`src/design/srr_pkg.sv`:
```
// Shared types and constants for the selective-repeat receiver.
// No dependencies; imported by every module of the block.
package srr_pkg;

  localparam int SEQ_COUNT    = 8;
  localparam int SEQ_W        = $clog2(SEQ_COUNT);
  localparam int WINDOW       = 4;
  localparam int PAYLOAD_BITS = 32;
  localparam int MAX_DRAIN    = 3;
  localparam int DRAIN_W      = 2;
  localparam int Q_DEPTH      = 2;
  localparam int Q_AW         = 1;

  localparam int IN_TDATA_W   = ((SEQ_W + PAYLOAD_BITS + 7) / 8) * 8;
  localparam int OUT_TDATA_W  = ((SEQ_W + PAYLOAD_BITS + 7) / 8) * 8;
  localparam int OUT_TUSER_W  = 5;

  typedef enum logic [2:0] {
    ST_IN_ORDER   = 3'd0,
    ST_FROM_BUF   = 3'd1,
    ST_BUFFERED   = 3'd2,
    ST_CORRUPT    = 3'd3,
    ST_DUPLICATE  = 3'd4,
    ST_OUT_OF_WIN = 3'd5
  } status_t;

  // One classified frame, handed from the front to the back.
  typedef struct packed {
    status_t                  status;
    logic [SEQ_W-1:0]         seq;
    logic [PAYLOAD_BITS-1:0]  payload;
    logic [DRAIN_W-1:0]       drain_cnt;
  } job_t;

endpackage

```
`src/design/srr_front.sv`:
```
// Front end: classifies each accepted frame against the window and updates
// expected sequence number and held flags. Depends on srr_pkg.
module srr_front (
  input  logic                           clk,
  input  logic                           rst_n,
  input  logic                           accept,
  input  logic [srr_pkg::SEQ_W-1:0]      frame_seq,
  input  logic                           crc_good,
  input  logic [srr_pkg::PAYLOAD_BITS-1:0] payload,
  output srr_pkg::job_t                  job
);
  import srr_pkg::*;

  logic [SEQ_W-1:0]     expected_r, expected_nxt;
  logic [SEQ_COUNT-1:0] held_r, held_nxt;
  logic [SEQ_W-1:0]     offset;
  logic [SEQ_W-1:0]     e1, e2, e3;
  logic [DRAIN_W-1:0]   cnt;
  logic [SEQ_COUNT-1:0] after_clear;

  always_comb begin
    offset       = frame_seq - expected_r;
    e1           = expected_r + SEQ_W'(1);
    e2           = expected_r + SEQ_W'(2);
    e3           = expected_r + SEQ_W'(3);
    expected_nxt = expected_r;
    held_nxt     = held_r;
    after_clear  = held_r;
    after_clear[frame_seq] = 1'b0;
    cnt          = '0;
    job.seq       = frame_seq;
    job.payload   = payload;
    job.drain_cnt = '0;
    job.status    = ST_OUT_OF_WIN;

    // count consecutive held frames right after the expected one
    if (after_clear[e1]) begin
      cnt = DRAIN_W'(1);
      if (after_clear[e2]) begin
        cnt = DRAIN_W'(2);
        if (after_clear[e3]) cnt = DRAIN_W'(MAX_DRAIN);
      end
    end

    if (!crc_good) begin
      job.status = ST_CORRUPT;
    end else if (offset == '0) begin
      job.status    = ST_IN_ORDER;
      job.drain_cnt = cnt;
      held_nxt      = after_clear;
      if (cnt >= DRAIN_W'(1)) held_nxt[e1] = 1'b0;
      if (cnt >= DRAIN_W'(2)) held_nxt[e2] = 1'b0;
      if (cnt >= DRAIN_W'(3)) held_nxt[e3] = 1'b0;
      expected_nxt  = expected_r + SEQ_W'(1) + SEQ_W'(cnt);
    end else if (offset < SEQ_W'(WINDOW)) begin
      if (held_r[frame_seq]) begin
        job.status = ST_DUPLICATE;
      end else begin
        job.status          = ST_BUFFERED;
        held_nxt[frame_seq] = 1'b1;
      end
    end
  end

  always_ff @(posedge clk) begin
    if (!rst_n) begin
      expected_r <= '0;
      held_r     <= '0;
    end else if (accept) begin
      expected_r <= expected_nxt;
      held_r     <= held_nxt;
    end
  end

endmodule

```
`src/design/srr_queue.sv`:
```
// Short job queue between front and back ends.
// Depends on srr_pkg for the job type and depth.
module srr_queue (
  input  logic          clk,
  input  logic          rst_n,
  input  logic          push,
  input  srr_pkg::job_t push_job,
  input  logic          pop,
  output srr_pkg::job_t head_job,
  output logic          full,
  output logic          empty
);
  import srr_pkg::*;

  job_t             entries [Q_DEPTH];
  logic [Q_AW-1:0]  wr_ptr_r, rd_ptr_r;
  logic [Q_AW:0]    count_r;

  assign full     = (count_r == (Q_AW+1)'(Q_DEPTH));
  assign empty    = (count_r == '0);
  assign head_job = entries[rd_ptr_r];

  always_ff @(posedge clk) begin
    if (push) entries[wr_ptr_r] <= push_job;
  end

  always_ff @(posedge clk) begin
    if (!rst_n) begin
      wr_ptr_r <= '0;
      rd_ptr_r <= '0;
      count_r  <= '0;
    end else begin
      if (push) wr_ptr_r <= wr_ptr_r + Q_AW'(1);
      if (pop)  rd_ptr_r <= rd_ptr_r + Q_AW'(1);
      if (push && !pop)      count_r <= count_r + (Q_AW+1)'(1);
      else if (pop && !push) count_r <= count_r - (Q_AW+1)'(1);
    end
  end

endmodule

```
`src/design/srr_back.sv`:
```
// Back end: writes and drains the payload buffer and drives the result
// register. Depends on srr_pkg.
module srr_back (
  input  logic                             clk,
  input  logic                             rst_n,
  input  logic                             job_avail,
  input  srr_pkg::job_t                    job,
  output logic                             job_pop,
  output logic                             res_valid,
  input  logic                             res_ready,
  output srr_pkg::status_t                 res_status,
  output logic                             res_ack,
  output logic [srr_pkg::SEQ_W-1:0]        res_seq,
  output logic                             res_deliver,
  output logic [srr_pkg::PAYLOAD_BITS-1:0] res_payload,
  output logic                             res_last
);
  import srr_pkg::*;

  typedef enum logic [1:0] {B_IDLE, B_READ, B_EMIT} bstate_t;

  logic [PAYLOAD_BITS-1:0] mem [SEQ_COUNT];
  logic [PAYLOAD_BITS-1:0] rd_data_r;

  bstate_t                 state_r;
  logic [SEQ_W-1:0]        addr_r;
  logic [DRAIN_W-1:0]      left_r;
  logic                    valid_r;
  status_t                 status_r;
  logic                    ack_r, deliver_r, last_r;
  logic [SEQ_W-1:0]        seq_r;
  logic [PAYLOAD_BITS-1:0] payload_r;
  logic                    out_free;
  logic                    job_dlv;
  logic                    res_load;

  assign out_free = !valid_r || res_ready;
  assign job_pop  = (state_r == B_IDLE) && job_avail && out_free;
  assign job_dlv  = (job.status == ST_IN_ORDER);
  assign res_load = job_pop || ((state_r == B_EMIT) && out_free);

  always_ff @(posedge clk) begin
    if (job_pop && job.status == ST_BUFFERED) mem[job.seq] <= job.payload;
    rd_data_r <= mem[addr_r];
  end

  always_ff @(posedge clk) begin
    if (!rst_n) begin
      state_r <= B_IDLE;
      valid_r <= 1'b0;
      addr_r  <= '0;
      left_r  <= '0;
    end else begin
      if (res_load) valid_r <= 1'b1;
      else if (res_ready) valid_r <= 1'b0;
      case (state_r)
        B_IDLE: begin
          if (job_pop) begin
            status_r  <= job.status;
            ack_r     <= job_dlv || job.status == ST_BUFFERED;
            seq_r     <= job.seq;
            deliver_r <= job_dlv;
            payload_r <= job_dlv ? job.payload : '0;
            last_r    <= (job.drain_cnt == '0);
            addr_r    <= job.seq + SEQ_W'(1);
            left_r    <= job.drain_cnt;
            if (job.drain_cnt != '0) state_r <= B_READ;
          end
        end
        B_READ: state_r <= B_EMIT;
        B_EMIT: begin
          if (out_free) begin
            status_r  <= ST_FROM_BUF;
            ack_r     <= 1'b1;
            seq_r     <= addr_r;
            deliver_r <= 1'b1;
            payload_r <= rd_data_r;
            last_r    <= (left_r == DRAIN_W'(1));
            addr_r    <= addr_r + SEQ_W'(1);
            left_r    <= left_r - DRAIN_W'(1);
            // advance to the next held entry, or finish the job
            state_r   <= (left_r == DRAIN_W'(1)) ? B_IDLE : B_READ;
          end
        end
        default: state_r <= B_IDLE;
      endcase
    end
  end

  assign res_valid   = valid_r;
  assign res_status  = status_r;
  assign res_ack     = ack_r;
  assign res_seq     = seq_r;
  assign res_deliver = deliver_r;
  assign res_payload = payload_r;
  assign res_last    = last_r;

endmodule

```
`src/design/selective_repeat_receiver_top.sv`:
```
// Channel   Direction  Handshake                Content
// in_*      slave      in_tvalid / in_tready    one frame: seq, payload, crc flag
// out_*     master     out_tvalid / out_tready  one result, out_tlast on the final one
//
// A frame yields 1 to 4 results. The back end loads the first result
// directly and emits each drained buffer entry after a registered buffer
// read (B_READ, then B_EMIT). A two-entry job queue lets the front keep
// accepting frames while results wait. rst_n is synchronous, active low, and
// clears expected sequence, held flags, queue and output valid.
// Depends on srr_pkg, srr_front, srr_queue and srr_back.
module selective_repeat_receiver_top (
  input  logic                               clk,
  input  logic                               rst_n,
  input  logic                               in_tvalid,
  output logic                               in_tready,
  // [2:0] frame_seq, [34:3] payload, [39:35] zero
  input  logic [srr_pkg::IN_TDATA_W-1:0]     in_tdata,
  // [0] crc_good
  input  logic                               in_tuser,
  output logic                               out_tvalid,
  input  logic                               out_tready,
  // [2:0] ack_seq, [34:3] payload_out, [39:35] zero
  output logic [srr_pkg::OUT_TDATA_W-1:0]    out_tdata,
  // [2:0] status, [3] ack_valid, [4] deliver_valid
  output logic [srr_pkg::OUT_TUSER_W-1:0]    out_tuser,
  output logic                               out_tlast
);
  import srr_pkg::*;

  job_t                    front_job, head_job;
  logic                    accept, q_full, q_empty, pop;
  status_t                 r_status;
  logic                    r_ack, r_dlv;
  logic [SEQ_W-1:0]        r_seq;
  logic [PAYLOAD_BITS-1:0] r_payload;

  assign in_tready = !q_full;
  assign accept    = in_tvalid && in_tready;

  srr_front u_front (
    .clk       (clk),
    .rst_n     (rst_n),
    .accept    (accept),
    .frame_seq (in_tdata[SEQ_W-1:0]),
    .crc_good  (in_tuser),
    .payload   (in_tdata[SEQ_W+PAYLOAD_BITS-1:SEQ_W]),
    .job       (front_job)
  );

  srr_queue u_queue (
    .clk      (clk),
    .rst_n    (rst_n),
    .push     (accept),
    .push_job (front_job),
    .pop      (pop),
    .head_job (head_job),
    .full     (q_full),
    .empty    (q_empty)
  );

  srr_back u_back (
    .clk         (clk),
    .rst_n       (rst_n),
    .job_avail   (!q_empty),
    .job         (head_job),
    .job_pop     (pop),
    .res_valid   (out_tvalid),
    .res_ready   (out_tready),
    .res_status  (r_status),
    .res_ack     (r_ack),
    .res_seq     (r_seq),
    .res_deliver (r_dlv),
    .res_payload (r_payload),
    .res_last    (out_tlast)
  );

  assign out_tdata = {{(OUT_TDATA_W-SEQ_W-PAYLOAD_BITS){1'b0}}, r_payload, r_seq};
  assign out_tuser = {r_dlv, r_ack, r_status};

endmodule

```
`config.mk`:
```
export PLATFORM = sky130hd
export DESIGN_NAME = selective_repeat_receiver_top
export DESIGN_NICKNAME = d
export VERILOG_FILES = /design/src/design/srr_pkg.sv /design/src/design/srr_front.sv /design/src/design/srr_queue.sv /design/src/design/srr_back.sv /design/src/design/selective_repeat_receiver_top.sv
export SDC_FILE = /design/constraint.sdc
export NUM_CORES = 1
export LEC_CHECK = 0
export BUFFER_PORTS_ARGS = -buffer_cell sky130_fd_sc_hd__buf_2
export CAP_MARGIN = 20
export CORE_MARGIN = 2
export CORE_UTILIZATION = 55
export CTS_BUF_LIST = sky130_fd_sc_hd__clkbuf_16
export DETAILED_ROUTE_END_ITERATION = 12
export PLACE_DENSITY = 0.78
export SYNTH_ARGS = -nofsm -noshare
export SYNTH_HDL_FRONTEND = slang
export SYNTH_HIERARCHICAL = 1
export SYNTH_SLANG_ARGS = --single-unit
export TNS_END_PERCENT = 1
```
`constraint.sdc`:
```
create_clock -name clk -period 5.4 [get_ports clk]
set_input_delay 0.27 -clock clk [delete_from_list [all_inputs] [get_ports clk]]
set_output_delay 0.27 -clock clk [all_outputs]
set_load 0.02 [all_outputs]
```
* Yosys cells after proc, flatten, opt, wreduce, memory -nomap -nowiden *
Memories as Yosys holds them, arrays and structs flattened. A register that Yosys moved wholly into a read port is not among the register bits.
Index checks and enable logic that the tools add are counted.

operators by class
  $add $sub $neg = 12
  $lt $le $gt $ge = 12
  equality and inequality tests = 9
  multiplexer cells = 74
  bitwise logic cells = 9
  reductions and logical operators = 34

operator list
  operator               count
  $mux W32               3
  $mux W8                10
  $pmux W32 S2           1
  $and A8 B8 Y8          4
  $not A8 Y8             4
  $mux W3                10
  $mux W1                23
  $mux W2                11
  $pmux W3 S2            3
  $lt A3 B4 Y1 const B   4
  $bmux W1 S3            4
  $demux W1 S3           4
  $ge A3 B1 Y1 const B   4
  $logic_and A1 B1 Y1    11
  $reduce_bool A2 Y1     5
  $add A3 B1 Y3 const B  3
  $reduce_and A3 Y1      3
  $or A8 B8 Y8           1
  $reduce_and A4 Y1      2
  $add A3 B2 Y3 const B  2
  $logic_not A2 Y1       3
  $logic_not A3 Y1       2
  $ne A2 B1 Y1 const B   3
  $pmux W1 S2            3
  other kinds (16)       27

storage, ports and cells
  register bits = 64
  bits in writable memories = 336
  input bits = 45
  output and inout port bits = 48
  word-level logic and storage cells = 167
  memories kept = 2

memory list
  name             words  bits a word  read ports  clocked after Yosys merged registers in  write ports  line             source
  u_back.mem       8      32           1           1                                        1            srr_back.sv:22   logic [PAYLOAD_BITS-1:0] mem [SEQ_COUNT];
  u_queue.entries  2      40           1           1                                        1            srr_queue.sv:15  job_t entries [Q_DEPTH];

* Longest topological paths before layout *
  depth in word-level cells = 22
  mapped depth = 14
  depth with buffers taken out = 13

* Modules after synthesis *
The synthesis kept the hierarchy.

modules (own cells, without submodules)
  module                         instances  cells each  area an instance (µm²)
  srr_back                       1          568         12504.5
  srr_queue                      1          146         3091.7
  srr_front                      1          231         1789.2
  selective_repeat_receiver_top  1          11          70.1

* Worst setup path after synthesis *
Ideal clock, no wire load.

  kind = flip-flop to flip-flop
  from = reg with a tool-made name
  to = mem u_back.mem[0][0], enable pin
  setup time = 0.461 ns
  data arrival time = 3.462 ns
  data required time = 4.939 ns
  setup slack = 1.477 ns
  stages on the path, launching flop included = 6
  clock period less this slack = 3.923 ns
  cells stage by stage = dfxtp_1 -> buf_2 -> mux2_2 -> nor2_1 -> nand4b_1 -> nor3_1

RTL lines
  element        line
  end, declared  srr_back.sv:22

* Final worst setup path *
  from = reg u_front.expected_r[0]
  to = reg u_front.expected_r[2]

on the way
  word-level cells in the longest chain between the ends = 7
  elaborated cells between the ends (all ways) = 16
  those cells by class = add/sub (5); mux (9); reduce/logical (2)

ends and longest elaborated chain
  element                        line             source
  start, declared                srr_front.sv:14  logic [SEQ_W-1:0] expected_r, expected_nxt;
  start signal, assigned         srr_front.sv:70  expected_r <= expected_nxt;
  $add A3 B2 Y3                  srr_front.sv:25  e3 = expected_r + SEQ_W'(3);
  $bmux W1 S3                    srr_front.sv:41  if (after_clear[e3]) cnt = DRAIN_W'(MAX_DRAIN);
  $mux W1 (implied by the code)  srr_front.sv:41
  $mux W1                        srr_front.sv:41
  $mux W2                        srr_front.sv:39  if (after_clear[e2]) begin
  $mux W2                        srr_front.sv:37  if (after_clear[e1]) begin
  $add A3 B2 Y3                  srr_front.sv:54  expected_nxt = expected_r + SEQ_W'(1) + SEQ_W'(cnt);

Parallel ways exist; a longest one is shown, timed or not. The select of a mux whose other input is x is not followed.
A chain may end at the register's enable or synchronous reset.

==> run_results.csv <==
group,metric,value,unit
clocking,cts_tree,"built",
placed_design,gp_congestion,0.877,
timing,rsz0062_at_grt,"false",
yosys,synth.cell_area,17500,um2
grt,busiest_layer,"met2",
grt,use_met1,0.268,
power,sw_frac_of_total,0.275,
clocking,clock_sinks,433,
grt,grt_max_degree,47,
timing,hold_viol,0,
floorplan,dieWidth,182,um
setup_path,cp.required,5.89,ns
cells_and_area,diodes,0,
floorplan,initial_utilization,0.556,
power,p_comb_frac,0.219,
timing,relSlewSlack,0.340,
yosys,synth_top_cell_by_area,"edfxtp_1",
yosys,avgSynthCellArea,18.3,um2
hold_path,min_path_type,"in2reg",
timing,drv_slew,0,
power,leakagePower,6.66,nW
power,p_int,6.71,mW
timing,min_period,3.94,ns
routing,drtIter0Drc,752,
floorplan,io_pins,93,
setup_path,path_cells,"inv_2 > ha_1 > inv_1 > mux4_2 > inv_1 > a21oi_1 > ha_1 > inv_1 > fa_1 > xor2_1 > or3_1 > a21boi_1",
yosys,synth-main-ff-cell,"edfxtp_1",
floorplan,rows,65,
routing,drtAntennaViolNets,0,
setup_path,worstSetupEndpointType,"register",
yosys,synth_edf_count,377,
placed_design,place_area,18100,um2
routing,drt-total-wl,33500,um
timing,finClkSkew,0.0251,ns
yosys,synth_common_cells,"edfxtp_1, mux4_2, dfxtp_1",
setup_path,cp.arrival,4.42,ns
placed_design,dp_worst_setup_slack,1.50,ns
yosys,synthArstFlopShare,0,
clocking,cts_buffers,41,
timing,max_clock_freq,254,MHz
floorplan,die_y,182,um
cells_and_area,fill_cells,2146,
outcome,outcome,"complete, no violations",
placed_design,numPortBuffers,82,
setup_path,slowest_delay,0.97,ns
floorplan,core,31400,um2
grt,grt_pass1_wl,51500,um
power,power_frac_seq,0.489,
grt,grt_pass1_vias,9031,
clocking,root_buffer,"clkbuf_16",
yosys,synth-seq-cells,433,
routing,drc,0,
run,max_cap_viol_count,0,
cells_and_area,final_cell_area,19700,um2
setup_path,critical_path_class,"reg2reg",
clocking,cts_setup_buffers,0,
placed_design,placed_cells,1376,
grt,antenna_found_initial,0,
placed_design,hpwl,18700,um
routing,via_per_inst,5.97,
setup_path,crit_top_cell,"inv_1",
power,p_sw,2.54,mW
clocking,clk_latency,0.55,ns
cells_and_area,syn2layout_area_growth,12.8,%
clocking,h-tree-depth,2,
yosys,ys_types,73,
clocking,clock_path_buffers,3,
grt,grt_overflow,0,
routing,dr_total_vias,8865,
setup_path,crit_slowest_cell,"dfxtp_1",
timing,finalSetupViolCount,0,
setup_path,worst-path-max-fanout,32,
routing,wl_per_cell,22.6,um
timing,tightest_slew,0.988,ns
grt,use_met2,0.352,
cells_and_area,fin_nets,1108,
yosys,yosysMostFrequentCell,"edfxtp_1",
yosys,synth_seq_area_share,0.713,
power,power_density,470,nW/um2
cells_and_area,instances_no_fill,1485,
grt,grt_util_met3,0.0297,
grt,grtUsageTotal,0.204,
routing,firstDrtPassIters,6,
timing,fin_setup_tns,0,ns
timing,finalCritPeriodShare,0.729,
power,ir_drop,233,uV
timing,setup_ws,1.46,ns
yosys,ys_top_cells_by_area,"edfxtp_1, mux4_2, dfxtp_1, mux2_2, mux2_4",
power,p_clk_frac,0.292,
yosys,synthCells,956,
yosys,yosys_warnings,6,
yosys,synth.top_cell.area_share,0.649,
cells_and_area,layout-drive-gt1-share,0.302,
setup_path,crit_path_start_kind,"register",
clocking,cts.clk_slew.worst_paths,0.07,ns
floorplan,die_area,33200,um2
-- power by group through the flow --
stage	Clock, mW	Combinational (mW)	Sequential, mW
after CTS	2.76	2.03	4.54
after floorplan	0	1.58	4.53
after global routing	2.88	2.17	4.58
after detailed placement	0	1.99	4.60
final	2.70	2.02	4.53
after global placement	0	1.93	4.59
-- layout by cell type, fill, tap and decap left out, types with 4 or more instances in the layout --
cell type / n
xor2_1: 5
o211a_1: 6
clkinv_1: 13
clkinv_2: 6
nand2_1: 37
a22o_1: 32
dlygate4sd3_1: 32
clkbuf_16: 41
buf_4: 13
and2_1: 9
or3_1: 6
o31ai_1: 4
a21oi_1: 12
nor2_4: 7
nor2_1: 22
mux2_2: 49
conb_1: 5
buf_2: 82
dfxtp_1: 52
ha_1: 12
o22ai_1: 4
nand2b_1: 9
mux4_2: 66
inv_1: 26
xnor2_1: 5
mux2_4: 24
nor2b_1: 8
nor3_1: 10
edfxtp_1: 377
o21ai_0: 13
o221ai_1: 4
nand3_1: 8
-- kinds of logic (layout without fill, tap and decap cells) --
| family | count (synthesis) | after routing | share of synthesized area |
|---|---|---|---|
| compound gates | 108 | 108 | 0.0487 |
| buf+inv | 103 | 226 | 0.0382 |
| fa+ha+maj | 13 | 13 | 0.00975 |
| mux | 141 | 141 | 0.139 |
| simple gates | 146 | 146 | 0.0458 |
| other cells | 1 | 5 | 0.000215 |
| xor+xnor | 11 | 11 | 0.00595 |
| flops | 433 | 433 | 0.713 |
-- per-stage QoR --
| step | power [mW] | util | hold slack (ns) |
|---|---|---|---|
| floorplan | 6.12 | - | 0.388 |
| global placement | 6.52 | 0.573 | 0.458 |
| global route | 9.63 | 0.627 | 0.128 |
| CTS | 9.33 | 0.627 | 0.0960 |
| detailed placement | 6.59 | 0.576 | 0.461 |
| finish | 9.25 | 0.627 | 0.115 |
-- path summary, 6_finish.rpt --
kind	startpoint	end	slack, ns	cells after the start
setup / recovery	u_front/expected_r[0]$_SDFFE_PN0P_	u_front/expected_r[2]$_SDFFE_PN0P_	1.46	12
hold / removal	out_tready	u_back/res_valid$_SDFFE_PN0P_	0.12	4
setup reg to reg	u_front/expected_r[0]$_SDFFE_PN0P_	u_front/expected_r[2]$_SDFFE_PN0P_	1.46	12
hold reg to reg	u_queue/count_r[1]$_SDFFE_PN0P_	u_queue/count_r[1]$_SDFFE_PN0P_	0.50	2
-- per-layer routing --
metal / part of all wire / vias up
met1: 0.40 / 4522
li1: - / 3933
met4: 0.028 / 0
met2: 0.51 / 340
met3: 0.062 / 70
met5: 0 / -
-- area by class of cell --
type                            instances  area (um2)  share of cell area
Clock buffer                           41        1030              0.0521
Clock inverter                         35         256              0.0130
Inverter                               18        67.6             0.00343
Multi-Input combinational cell        424        4450               0.226
Sequential cell                       433       12400               0.632
Tap cell                              402         503              0.0255
Timing Repair Buffer                  132         943              0.0479
-- flip-flops by register name, indices dropped and copies added, names as in the netlist, 2 cells and up, named ones only --
name	flops
u_front/held_r	8
u_back/left_r	2
u_back/res_seq	3
u_back/rd_data_r	32
u_back/mem	256
u_front/expected_r	3
u_back/res_payload	32
u_back/state_r	2
u_queue/entries	80
u_back/addr_r	3
u_queue/count_r	2
u_back/res_status	3
-- worst max-delay path: cells and delay by family, from the launching register on --
family / cells / cell delay, ns
AO/OA/AOI/OAI: 2 / 0.32
flip-flops: 1 / 0.97
buffers and inverters: 4 / 0.57
multiplexers: 1 / 0.37
adder cells (fa/ha/maj): 3 / 1.16
AND/OR/NAND/NOR: 1 / 0.31
XOR/XNOR: 1 / 0.15
-- repair_timing --
action	4_1_cts	5_1_grt
gates resized for setup	0	0
endpoints found under the hold margin	64	0
hold buffers	32	0
Power figures use the tool's default switching activity.
